### config.mk
export PLATFORM = sky130hd
export DESIGN_NAME = lru_keyed_entry_cache
export DESIGN_NICKNAME = d
export VERILOG_FILES = /design/src/lkc_pkg.sv /design/src/lru_keyed_entry_cache.sv
export VERILOG_INCLUDE_DIRS = /design/src /design/src/src
export SDC_FILE = /design/constraint.sdc
export NUM_CORES = 2
export LEC_CHECK = 0
export BUFFER_PORTS_ARGS = -buffer_cell sky130_fd_sc_hd__buf_4
export CAP_MARGIN = 20
export CORE_MARGIN = 5
export CORE_UTILIZATION = 50
export CTS_BUF_LIST = sky130_fd_sc_hd__clkbuf_4
export CTS_CLUSTER_SIZE = 14
export DETAILED_ROUTE_END_ITERATION = 8
export PLACE_DENSITY = 0.66
export SLEW_MARGIN = 20
export SYNTH_ARGS = -nofsm -noshare
export SYNTH_HDL_FRONTEND = slang
export SYNTH_SLANG_ARGS = --single-unit
export TNS_END_PERCENT = 100
### constraint.sdc
create_clock -name i_clk -period 7.74 [get_ports i_clk]
set_input_delay 0.387 -clock i_clk [delete_from_list [all_inputs] [get_ports i_clk]]
set_output_delay 0.387 -clock i_clk [all_outputs]
set_load 0.01 [all_outputs]
### src/lru_keyed_entry_cache_defines.svh
// assertion helpers for the keyed entry cache
`ifndef LRU_KEYED_ENTRY_CACHE_DEFINES_SVH
`define LRU_KEYED_ENTRY_CACHE_DEFINES_SVH

// same-cycle implication, checked out of reset
`define LKC_ASSERT_NOW(label, ante, cons, msg) \
    label: assert property (@(posedge i_clk) disable iff (!i_rst_n) (ante) |-> (cons)) \
        else $error(msg);

// next-cycle implication, checked out of reset
`define LKC_ASSERT_NEXT(label, ante, cons, msg) \
    label: assert property (@(posedge i_clk) disable iff (!i_rst_n) (ante) |=> (cons)) \
        else $error(msg);

`endif

### src/lkc_pkg.sv
`default_nettype none

package lkc_pkg;

    localparam int DEF_CAPACITY = 16;

    localparam int KEY_W  = 64;
    localparam int SIZE_W = 32;
    localparam int SLOT_W = 4;

    // stream widths, fields packed from bit 0, tdata padded to whole bytes
    localparam int S_TDATA_W = 96;
    localparam int S_TUSER_W = 1;
    localparam int M_TDATA_W = 104;
    localparam int M_TUSER_W = 2;

    typedef enum logic {
        OP_LOOKUP = 1'b0,
        OP_INSERT = 1'b1
    } t_op;

endpackage

`default_nettype wire

### src/lru_keyed_entry_cache.sv
`default_nettype none
`include "lru_keyed_entry_cache_defines.svh"

// channel   dir   tdata (low bit first)                      tuser
// s_axis    in    key[63:0], entry_size[95:64]               operation[0]
// m_axis    out   slot[3:0], stored_size[35:4],              hit[0], evicted[1]
//                 evicted_key[99:36], zero pad[103:100]
//
// one request at a time: a hit or an insert takes two passes over the slot
// memories, one slot a cycle, and a lookup miss only the first of them:
// a search pass through key/size/rank and an aging pass rewriting ranks
// reset (synchronous, active low) clears valid bits, fill count and handshake
// state; slot memories need no clearing pass
// a result held on a stalled m_axis blocks only the end of the next request

module lru_keyed_entry_cache
    import lkc_pkg::*;
#(
    parameter int CAPACITY = DEF_CAPACITY
) (
    input  wire logic                 i_clk,
    input  wire logic                 i_rst_n,

    input  wire logic                 s_axis_tvalid,
    output logic                      s_axis_tready,
    input  wire logic [S_TDATA_W-1:0] s_axis_tdata,   // key, entry_size
    input  wire logic [S_TUSER_W-1:0] s_axis_tuser,   // operation

    output logic                      m_axis_tvalid,
    input  wire logic                 m_axis_tready,
    output logic [M_TDATA_W-1:0]      m_axis_tdata,   // slot, stored_size, evicted_key
    output logic [M_TUSER_W-1:0]      m_axis_tuser    // hit, evicted
);

    localparam int IW = $clog2(CAPACITY);
    localparam int CW = $clog2(CAPACITY + 1);
    localparam logic [IW-1:0] LAST = IW'(CAPACITY - 1);
    localparam int PAD_W = M_TDATA_W - SLOT_W - SIZE_W - KEY_W;

    typedef enum logic [1:0] {
        ST_IDLE,
        ST_SCAN,    // search pass: match / victim / first free
        ST_AGE,     // rank update pass
        ST_FINISH   // write entry, hand result to output register
    } t_state;

    t_state              r_state;
    t_op                 r_op;
    logic [KEY_W-1:0]    r_key;
    logic [SIZE_W-1:0]   r_size;

    // slot sweep: address issue stage and registered read stage
    logic [IW-1:0]       r_idx;
    logic                r_issue;
    logic                r_rd_vld;
    logic [IW-1:0]       r_rd_idx;

    // best candidate so far: most recent match on lookup, least recent on insert
    logic                r_found;
    logic [IW-1:0]       r_best_idx;
    logic [IW-1:0]       r_best_rank;
    logic [SIZE_W-1:0]   r_best_size;
    logic [KEY_W-1:0]    r_best_key;
    logic                r_have_free;
    logic [IW-1:0]       r_free_idx;

    logic [CAPACITY-1:0] r_valid;
    logic [CW-1:0]       r_count;

    logic                r_out_valid;
    logic                r_out_hit;
    logic                r_out_evicted;
    logic [IW-1:0]       r_out_idx;
    logic [SIZE_W-1:0]   r_out_size;
    logic [KEY_W-1:0]    r_out_evkey;

    // slot memories, one read and one write port each
    logic [KEY_W-1:0]    mem_key  [CAPACITY];
    logic [SIZE_W-1:0]   mem_size [CAPACITY];
    logic [IW-1:0]       mem_rank [CAPACITY];
    logic [KEY_W-1:0]    r_key_q;
    logic [SIZE_W-1:0]   r_size_q;
    logic [IW-1:0]       r_rank_q;

    logic                full;
    logic                in_beat;
    logic                out_free;
    logic                rd_slot_valid;
    logic                key_match;
    logic                rank_lt;
    logic                rank_gt;
    logic                take;
    logic                free_take;
    logic                found_n;
    logic                sweep_end;
    logic [IW-1:0]       target;
    logic                age_hit;
    logic                age_bump;
    logic                rank_wr_en;
    logic [IW-1:0]       rank_wr_data;
    logic                kv_wr_en;
    logic [IW+SLOT_W-1:0] slot_ext;

    assign full          = (r_count == CW'(CAPACITY));
    assign s_axis_tready = (r_state == ST_IDLE);
    assign in_beat       = s_axis_tvalid && s_axis_tready;
    assign out_free      = !r_out_valid || m_axis_tready;
    assign rd_slot_valid = r_valid[r_rd_idx];
    assign sweep_end     = r_rd_vld && (r_rd_idx == LAST);

    // the shared compare unit: one key compare and one rank compare per cycle
    assign key_match = (r_key_q == r_key);
    assign rank_lt   = (r_rank_q < r_best_rank);
    assign rank_gt   = !rank_lt && (r_rank_q != r_best_rank);

    always_comb begin
        if (r_op == OP_LOOKUP) begin
            take = rd_slot_valid && key_match && (!r_found || rank_lt);
        end else begin
            take = rd_slot_valid && (!r_found || rank_gt);
        end
    end

    assign free_take = !rd_slot_valid && !r_have_free;
    assign found_n   = r_found || (r_rd_vld && take);

    // insert with room goes to the first free slot, else to the best candidate
    assign target = (r_op == OP_INSERT && !full) ? r_free_idx : r_best_idx;

    // aging: promoted/filled slot to zero, more recent ones (all valid ones on insert) one step less recent
    assign age_hit      = (r_rd_idx == target);
    assign age_bump     = rd_slot_valid && (r_op == OP_INSERT || rank_lt);
    assign rank_wr_en   = (r_state == ST_AGE) && r_rd_vld && (age_hit || age_bump);
    assign rank_wr_data = age_hit ? '0 : r_rank_q + 1'b1;

    assign kv_wr_en = (r_state == ST_FINISH) && out_free && (r_op == OP_INSERT);

    always_ff @(posedge i_clk) begin
        r_key_q  <= mem_key[r_idx];
        r_size_q <= mem_size[r_idx];
        r_rank_q <= mem_rank[r_idx];
        if (rank_wr_en) begin
            mem_rank[r_rd_idx] <= rank_wr_data;
        end
        if (kv_wr_en) begin
            mem_key[target]  <= r_key;
            mem_size[target] <= r_size;
        end
    end

    always_ff @(posedge i_clk) begin
        if (!i_rst_n) begin
            r_state     <= ST_IDLE;
            r_valid     <= '0;
            r_count     <= '0;
            r_out_valid <= 1'b0;
            r_issue     <= 1'b0;
            r_rd_vld    <= 1'b0;
            r_found     <= 1'b0;
            r_have_free <= 1'b0;
        end else begin
            // finish reloads the output register itself
            if (r_out_valid && m_axis_tready && r_state != ST_FINISH) begin
                r_out_valid <= 1'b0;
            end

            unique case (r_state)
                ST_IDLE: begin
                    if (in_beat) begin
                        r_op        <= t_op'(s_axis_tuser[0]);
                        r_key       <= s_axis_tdata[KEY_W-1:0];
                        r_size      <= s_axis_tdata[KEY_W+SIZE_W-1:KEY_W];
                        r_idx       <= '0;
                        r_issue     <= 1'b1;
                        r_rd_vld    <= 1'b0;
                        r_found     <= 1'b0;
                        r_have_free <= 1'b0;
                        r_state     <= ST_SCAN;
                    end
                end

                ST_SCAN, ST_AGE: begin
                    // issue is already off when the sweep ends
                    r_rd_vld <= r_issue;
                    r_rd_idx <= r_idx;
                    if (r_issue) begin
                        if (r_idx == LAST) begin
                            r_issue <= 1'b0;
                        end else begin
                            r_idx <= r_idx + 1'b1;
                        end
                    end

                    if (r_state == ST_SCAN) begin
                        if (r_rd_vld && take) begin
                            r_found     <= 1'b1;
                            r_best_idx  <= r_rd_idx;
                            r_best_rank <= r_rank_q;
                            r_best_size <= r_size_q;
                            r_best_key  <= r_key_q;
                        end
                        if (r_rd_vld && free_take) begin
                            r_have_free <= 1'b1;
                            r_free_idx  <= r_rd_idx;
                        end
                        if (sweep_end) begin
                            if (r_op == OP_LOOKUP && !found_n) begin
                                r_state <= ST_FINISH;
                            end else begin
                                r_idx    <= '0;
                                r_issue  <= 1'b1;
                                r_state  <= ST_AGE;
                            end
                        end
                    end else if (sweep_end) begin
                        r_state <= ST_FINISH;
                    end
                end

                ST_FINISH: begin
                    if (out_free) begin
                        r_out_valid <= 1'b1;
                        if (r_op == OP_LOOKUP) begin
                            r_out_hit     <= r_found;
                            r_out_idx     <= r_found ? r_best_idx : '0;
                            r_out_size    <= r_found ? r_best_size : '0;
                            r_out_evicted <= 1'b0;
                            r_out_evkey   <= '0;
                        end else begin
                            r_out_hit       <= 1'b0;
                            r_out_idx       <= target;
                            r_out_size      <= '0;
                            r_out_evicted   <= full;
                            r_out_evkey     <= full ? r_best_key : '0;
                            r_valid[target] <= 1'b1;
                            if (!full) begin
                                r_count <= r_count + 1'b1;
                            end
                        end
                        r_state <= ST_IDLE;
                    end
                end

                default: begin
                    r_state <= ST_IDLE;
                end
            endcase
        end
    end

    // slot reported on its 4-bit field whatever the index width
    assign slot_ext      = {{SLOT_W{1'b0}}, r_out_idx};
    assign m_axis_tvalid = r_out_valid;
    assign m_axis_tdata  = {{PAD_W{1'b0}}, r_out_evkey, r_out_size, slot_ext[SLOT_W-1:0]};
    assign m_axis_tuser  = {r_out_evicted, r_out_hit};

    // fill count tracks the valid bits
    `LKC_ASSERT_NOW(a_count_matches_valid, 1'b1, r_count == CW'($countones(r_valid)), "fill count out of step with valid bits")
    // an eviction only happens on a full store, which then stays full
    `LKC_ASSERT_NOW(a_evict_when_full, r_out_valid && r_out_evicted, full, "eviction reported while store not full")
    // a reported hit points at a live slot
    `LKC_ASSERT_NOW(a_hit_slot_valid, r_out_valid && r_out_hit, r_valid[r_out_idx], "hit reported on an empty slot")
    // an insert leaves its target slot valid
    `LKC_ASSERT_NEXT(a_insert_fills, kv_wr_en, r_valid[$past(target)], "insert target not marked valid")

endmodule

`default_nettype wire

---- Word-level counts from Yosys, hierarchy flattened ----
Memories as Yosys holds them, arrays and structs flattened. A register that Yosys moved wholly into a read port is not among the register bits.
Index checks and enable logic that the tools add are counted.
storage, ports and cells
  register bits after elaboration ......... 343
  memory bits (writable) .................. 1600
  input port bits ......................... 101
  output and inout bits ................... 108
  logic and storage cells ................. 147
  memories ................................ 3
memories
  memory    depth  bits a word  rd ports  clocked after memory_dff  wr ports  RTL line                     source
  mem_key   16     64           1         1                         1         lru_keyed_entry_cache.sv:78  logic [KEY_W-1:0] mem_key [CAPACITY];
  mem_size  16     32           1         1                         1         lru_keyed_entry_cache.sv:79  logic [SIZE_W-1:0] mem_size [CAPACITY];
  mem_rank  16     4            1         1                         1         lru_keyed_entry_cache.sv:80  logic [IW-1:0] mem_rank [CAPACITY];
cells by class
  $add $sub $neg .......................... 3
  magnitude comparators ................... 4
  equal/unequal tests ..................... 16
  muxes and demuxes ....................... 45
  bitwise logic cells ..................... 4
  reductions and logical operators ........ 49
operator list
  cell                   count
  $eq A64 B64 Y1         1
  $mux W4                10
  $mux W1                22
  $reduce_and A4 Y1      5
  $logic_and A1 B1 Y1    19
  $or A16 B16 Y16        1
  $reduce_and A3 Y1      5
  $ne A2 B2 Y1 const B   6
  $lt A4 B5 Y1 const B   2
  $mux W2                5
  $add A4 B1 Y4 const B  2
  $eq A4 B4 Y1 const B   2
  $pmux W1 S2            4
  $pmux W4 S2            1
  $logic_not A1 Y1       7
  $logic_or A1 B1 Y1     6
  $pmux W2 S3            1
  $reduce_and A2 Y1      3
  $add A5 B1 Y5 const B  1
  $eq A5 B5 Y1 const B   1
  $bmux W1 S4            1
  $demux W1 S4           1
  $eq A2 B2 Y1 const B   2
  $eq A4 B4 Y1           1
  other kinds (9)        12

---- Depth between registers and ports, before layout ----
  depth in word-level cells ............... 14
  depth in mapped cells ................... 10
  gate-level depth less buffers ........... 9

---- Worst setup path before layout ----
OpenSTA, ideal clock, no wires.
  kind .................................... flip-flop to flip-flop
  start ................................... register r_key[9]
  end ..................................... register r_best_idx[0] (enable)
  setup time .............................. 568 ps
  arrival ................................. 5950 ps
  required time ........................... 7172 ps
  setup slack ............................. 1222 ps
  cell stages (with the launch flop) ...... 7
  buffers on the path ..................... 0
  period minus slack after synthesis ...... 6518 ps
  path through ............................ edfxtp_1 xor2_1 nor4_1 nand4_1 nor4_1 o21ai_0 nor2_1
on the way
  word-level cells in the longest chain between the ends .. 6
ends and longest elaborated chain
  element                             RTL line                      source
  start: declaration                  lru_keyed_entry_cache.sv:49   logic [KEY_W-1:0] r_key;
  start signal: assignment            lru_keyed_entry_cache.sv:171  r_key <= s_axis_tdata[KEY_W-1:0];
  $eq A64 B64 Y1                      lru_keyed_entry_cache.sv:112  assign key_match = (r_key_q == r_key);
  $logic_and A1 B1 Y1 (2 in a row)    lru_keyed_entry_cache.sv:118  take = rd_slot_valid && key_match && (!r_found || rank_lt);
  $mux W1                             lru_keyed_entry_cache.sv:117  if (r_op == OP_LOOKUP) begin
  $logic_and A1 B1 Y1                 lru_keyed_entry_cache.sv:195  if (r_rd_vld && take) begin
  $reduce_and A4 Y1 (no source line)  --
  end signal: assignment              lru_keyed_entry_cache.sv:197  r_best_idx <= r_rd_idx;
  end: declaration                    lru_keyed_entry_cache.sv:60   logic [IW-1:0] r_best_idx;
No other way between the ends.
A chain may end at the register's enable or synchronous reset.

---- Final worst setup path ----
  start ................................... register r_key[11]
  end ..................................... register r_best_key[59] (enable)
on the way
  word-level cells in the longest chain between the ends .. 6
ends and longest elaborated chain
  element                             RTL line                      source
  $eq A64 B64 Y1                      lru_keyed_entry_cache.sv:112
  $logic_and A1 B1 Y1 (2 in a row)    lru_keyed_entry_cache.sv:118
  $mux W1                             lru_keyed_entry_cache.sv:117
  $logic_and A1 B1 Y1                 lru_keyed_entry_cache.sv:195
  $reduce_and A4 Y1 (no source line)  --
  end signal: assignment              lru_keyed_entry_cache.sv:200  r_best_key <= r_key_q;
  end: declaration                    lru_keyed_entry_cache.sv:63   logic [KEY_W-1:0] r_best_key;
No other way between the ends.

==> results.md <==
* Count of flip-flops with a built-in enable after synthesis at 1,915
* Worst setup path category: reg2reg
* Filler Cell Count at 10.4k
* Path category of the worst min-delay check: in2reg
* Slew at the pin with the worst max-slew slack at 1.16 ns
* Cts bufs inserted at 534
* Total global routing track utilization at 22.4%
* Post-Synthesis Mean Instance Area at 24.2 um^2
* Final instance count without filler cells at 6,264
* Kind of capture point of the worst setup path: register
* Required time at the worst-slack endpoint at 8.55 ns
* Unique masters post-synth at 53
* Count of maximum capacitance violations at 0
* Final hold viol count at 0
* DRC errors left at 0
* Buffering stage count on the worst path with inverters included at 1
* Highest-count cells in the layout ignoring fill and taps: 1,915 x sky130_fd_sc_hd__edfxtp_1, 792 x sky130_fd_sc_hd__clkbuf_4, 504 x sky130_fd_sc_hd__mux4_2
* Routed wirelength normalized by instance count at 27.9 um
* Largest delay share family, worst path: simple AND/OR/NAND/NOR gates
* CTS clk-pin slew, worst paths at 0.07 ns
* Pin count of the biggest net entering global routing at 148
* Placed Cells incl. Taps at 5,131
* Fin. max-slew vios at 0
* Cell row count at 141
* Longest Clk Path Bufs at 4
* Setup slack at placement at 3.31 ns
* CTS Hold Bufs at 199
* Slowest cell on the critical path: sky130_fd_sc_hd__nor4_1
* Number of flip-flops and latches in the synthesized netlist at 2,043
* Number of H-tree levels at 6
* Yosys warning total at 0
* Multi-input gate area in the final layout at 0.0141 mm^2
* Total detailed-routing wirelength at 175,000 um
* Worst-case headroom to the max-slew limit at 22.5%
* Wire length of the first global-routing pass at 256,000 um
* Global placement routability congestion at 0.739
* X dimension of the die at 396 um
* Area of the core at 0.148 mm^2
* Clock Skew at 0.105 ns
* Reg-to-reg slack, setup at 3.33 ns
* VDD IR max at 0.182 mV
* Synthesized instance count at 3,088
* ANT nets after route at 0
* Startpoint type of the worst setup path: register
* Total global routing overflow at 0
* Max Fclk at 0.227 GHz
* Vias after detailed routing at 36.3k
* Share of post-route cells with drive strength above 1 at 38.1%
* TritonCTS clock tree: built
* Nets@finish at 4,053
* Biggest area contributors in the synthesized netlist: sky130_fd_sc_hd__edfxtp_1 77%, sky130_fd_sc_hd__mux4_2 15%, sky130_fd_sc_hd__dfxtp_1 3.4%
* Effective utilization at floorplan at 50.4%
* Starting DRT DRC Count at 3,660
* Seq/Total Area, Yosys at 80.4%
* P per Cell Area at 257 mW/mm^2
* Cell leakage power at 28.8 nW
* Total power after layout at 0.0225 W
* Max Fanout on Critical Path at 104
* Sum of negative setup slack at 0 ns
* Clock insertion delay at the later pin of the skew report at 1.27 ns
* Number of detailed-routing iterations run before antenna repair at 5
* Arrival time at the worst endpoint at 5.22 ns
* Post-CTS setup buffers at 0
* Proportion of register bits with asynchronous set or reset after synthesis at 0%
* Resized cells post-CTS at 0
* Synth Flop Type: sky130_fd_sc_hd__edfxtp_1
* Most common cell after layout, fill and taps aside: sky130_fd_sc_hd__edfxtp_1
* Minimum setup slack in the final design at 3.33 ns
* Number of global-route vias before repair at 38.9k
* Antenna violations before repair at 9
* Total of endpoints with negative setup slack in the final report at 0
* HPWL after DPL at 85,400 um
* Full die area at 0.157 mm^2
* Yosys top cell area share at 77.0%
* Vias per inst at 5.80
* Result of the run: complete, no violations
* RSZ-0062 raised after global routing: no
* Sequential standard cell area at 0.0601 mm^2
* Buffers added on ports at 204
* Root cell of the clock tree: sky130_fd_sc_hd__clkbuf_4
* Min Tclk post-route at 4.41 ns
* Clock sink count at 2,043
* Growth of design area from synthesis to finish at 17.3%
* Part of the cycle the worst path needs at 57.0%
* Crit path cell chain: xor2_1 -> nor4_1 -> nand4_1 -> nor4_2 -> o21ai_0 -> nor2_4 -> buf_12
* Post-synthesis cell area at 0.0747 mm^2
* Synth area leader: sky130_fd_sc_hd__edfxtp_1
* Top-level I/O count at 209
* Height of the chip at 396 um
* Maximum single-stage delay on the critical path at 0.73 ns
==> state kept, by name, indices dropped and copies added (netlist names), 32 cells and up <==
name and flops:
r_size 32, r_best_key 64, r_size_q 32, mem_key 1024, mem_rank 64, r_best_size 32
r_key 64, mem_size 512, r_key_q 64, r_out_evkey 64, r_out_size 32
==> synth_stat cells (8+ instances only) <==
cell                       count
sky130_fd_sc_hd__nand4_1       8
sky130_fd_sc_hd__mux4_2      504
sky130_fd_sc_hd__buf_1        36
sky130_fd_sc_hd__dfxtp_1     128
sky130_fd_sc_hd__xor2_1       66
sky130_fd_sc_hd__nor4_1       25
sky130_fd_sc_hd__o21a_1       17
sky130_fd_sc_hd__edfxtp_1   1915
sky130_fd_sc_hd__nand2_1      29
sky130_fd_sc_hd__and2_1       38
sky130_fd_sc_hd__nor3_1        9
sky130_fd_sc_hd__xnor2_1       9
sky130_fd_sc_hd__clkbuf_1    103
sky130_fd_sc_hd__inv_1        13
sky130_fd_sc_hd__ha_1         12
sky130_fd_sc_hd__and3_1       67
sky130_fd_sc_hd__nor2_1       30
==> metrics by stage <==
| stage | cell area, um^2 | utilization [%] | hold slack, ns |
|---|---|---|---|
| after global routing | 87600 | 59.2 | 0.0660 |
| after floorplan | 74700 | - | 0.386 |
| after global placement | 78800 | 53.2 | 0.387 |
| after CTS | 87500 | 59.1 | 0.00817 |
| after detailed placement | 78800 | 53.2 | 0.389 |
| final | 87600 | 59.2 | 0.157 |
==> tightest hold or removal path, delay by kind of cell <==
family	cells	cell delay [ns]
buffers and inverters	2	0.79
AOI/OAI and AO/OA	1	0.15
==> cell type report <==
cell class | count | share of cell area (%)
Multi-Input combinational cell | 886 | 16.1
Inverter | 14 | 0.0685
Clock buffer | 792 | 6.79
Timing Repair Buffer | 461 | 4.83
Antenna cell | 8 | 0.0228
Sequential cell | 2043 | 68.6
Clock inverter | 130 | 0.844
Tap cell | 1930 | 2.76
==> per-layer routing <==
layer	vias to the layer above	global-route usage [%]	share of wire, %
met4	2	7.81	2.4
met3	322	5.43	8.7
met5	-	0	0.0051
li1	15145	-	-
met1	19077	30.3	39
met2	1803	36.3	50
==> report_power, final <==
group,leakage (nW),internal [W],switching [W]
clock,4.05,0.00495,0.00418
sequential,18.1,0.0122,0.000164
combinational,6.59,0.000568,0.000501
==> logic make-up (layout without fill, tap and decap cells) <==
logic type                 after synthesis  after routing  share of synthesized area, %
and+or+nand+nor                        232            232                          1.77
adders and majority gates               12             12                         0.201
AOI/OAI and AO/OA                       47             47                         0.462
xor gates and xnor gates                75             75                         0.880
muxes                                  516            516                          15.4
buffers and inverters                  162           1397                         0.858
DFF                                   2043           2043                          80.4
other                                    1             12                       0.00502
==> final timing paths <==
kind                                   from        endpoint  cells past startpoint
worst max-delay path              r_key[11]  r_best_key[59]                      7
worst min-delay path                i_rst_n      r_valid[1]                      3
worst max register to register    r_key[11]  r_best_key[59]                      7
worst min register to register  r_size_q[2]  r_best_size[2]                      0
No activity file was read; power rests on OpenSTA's default activity.
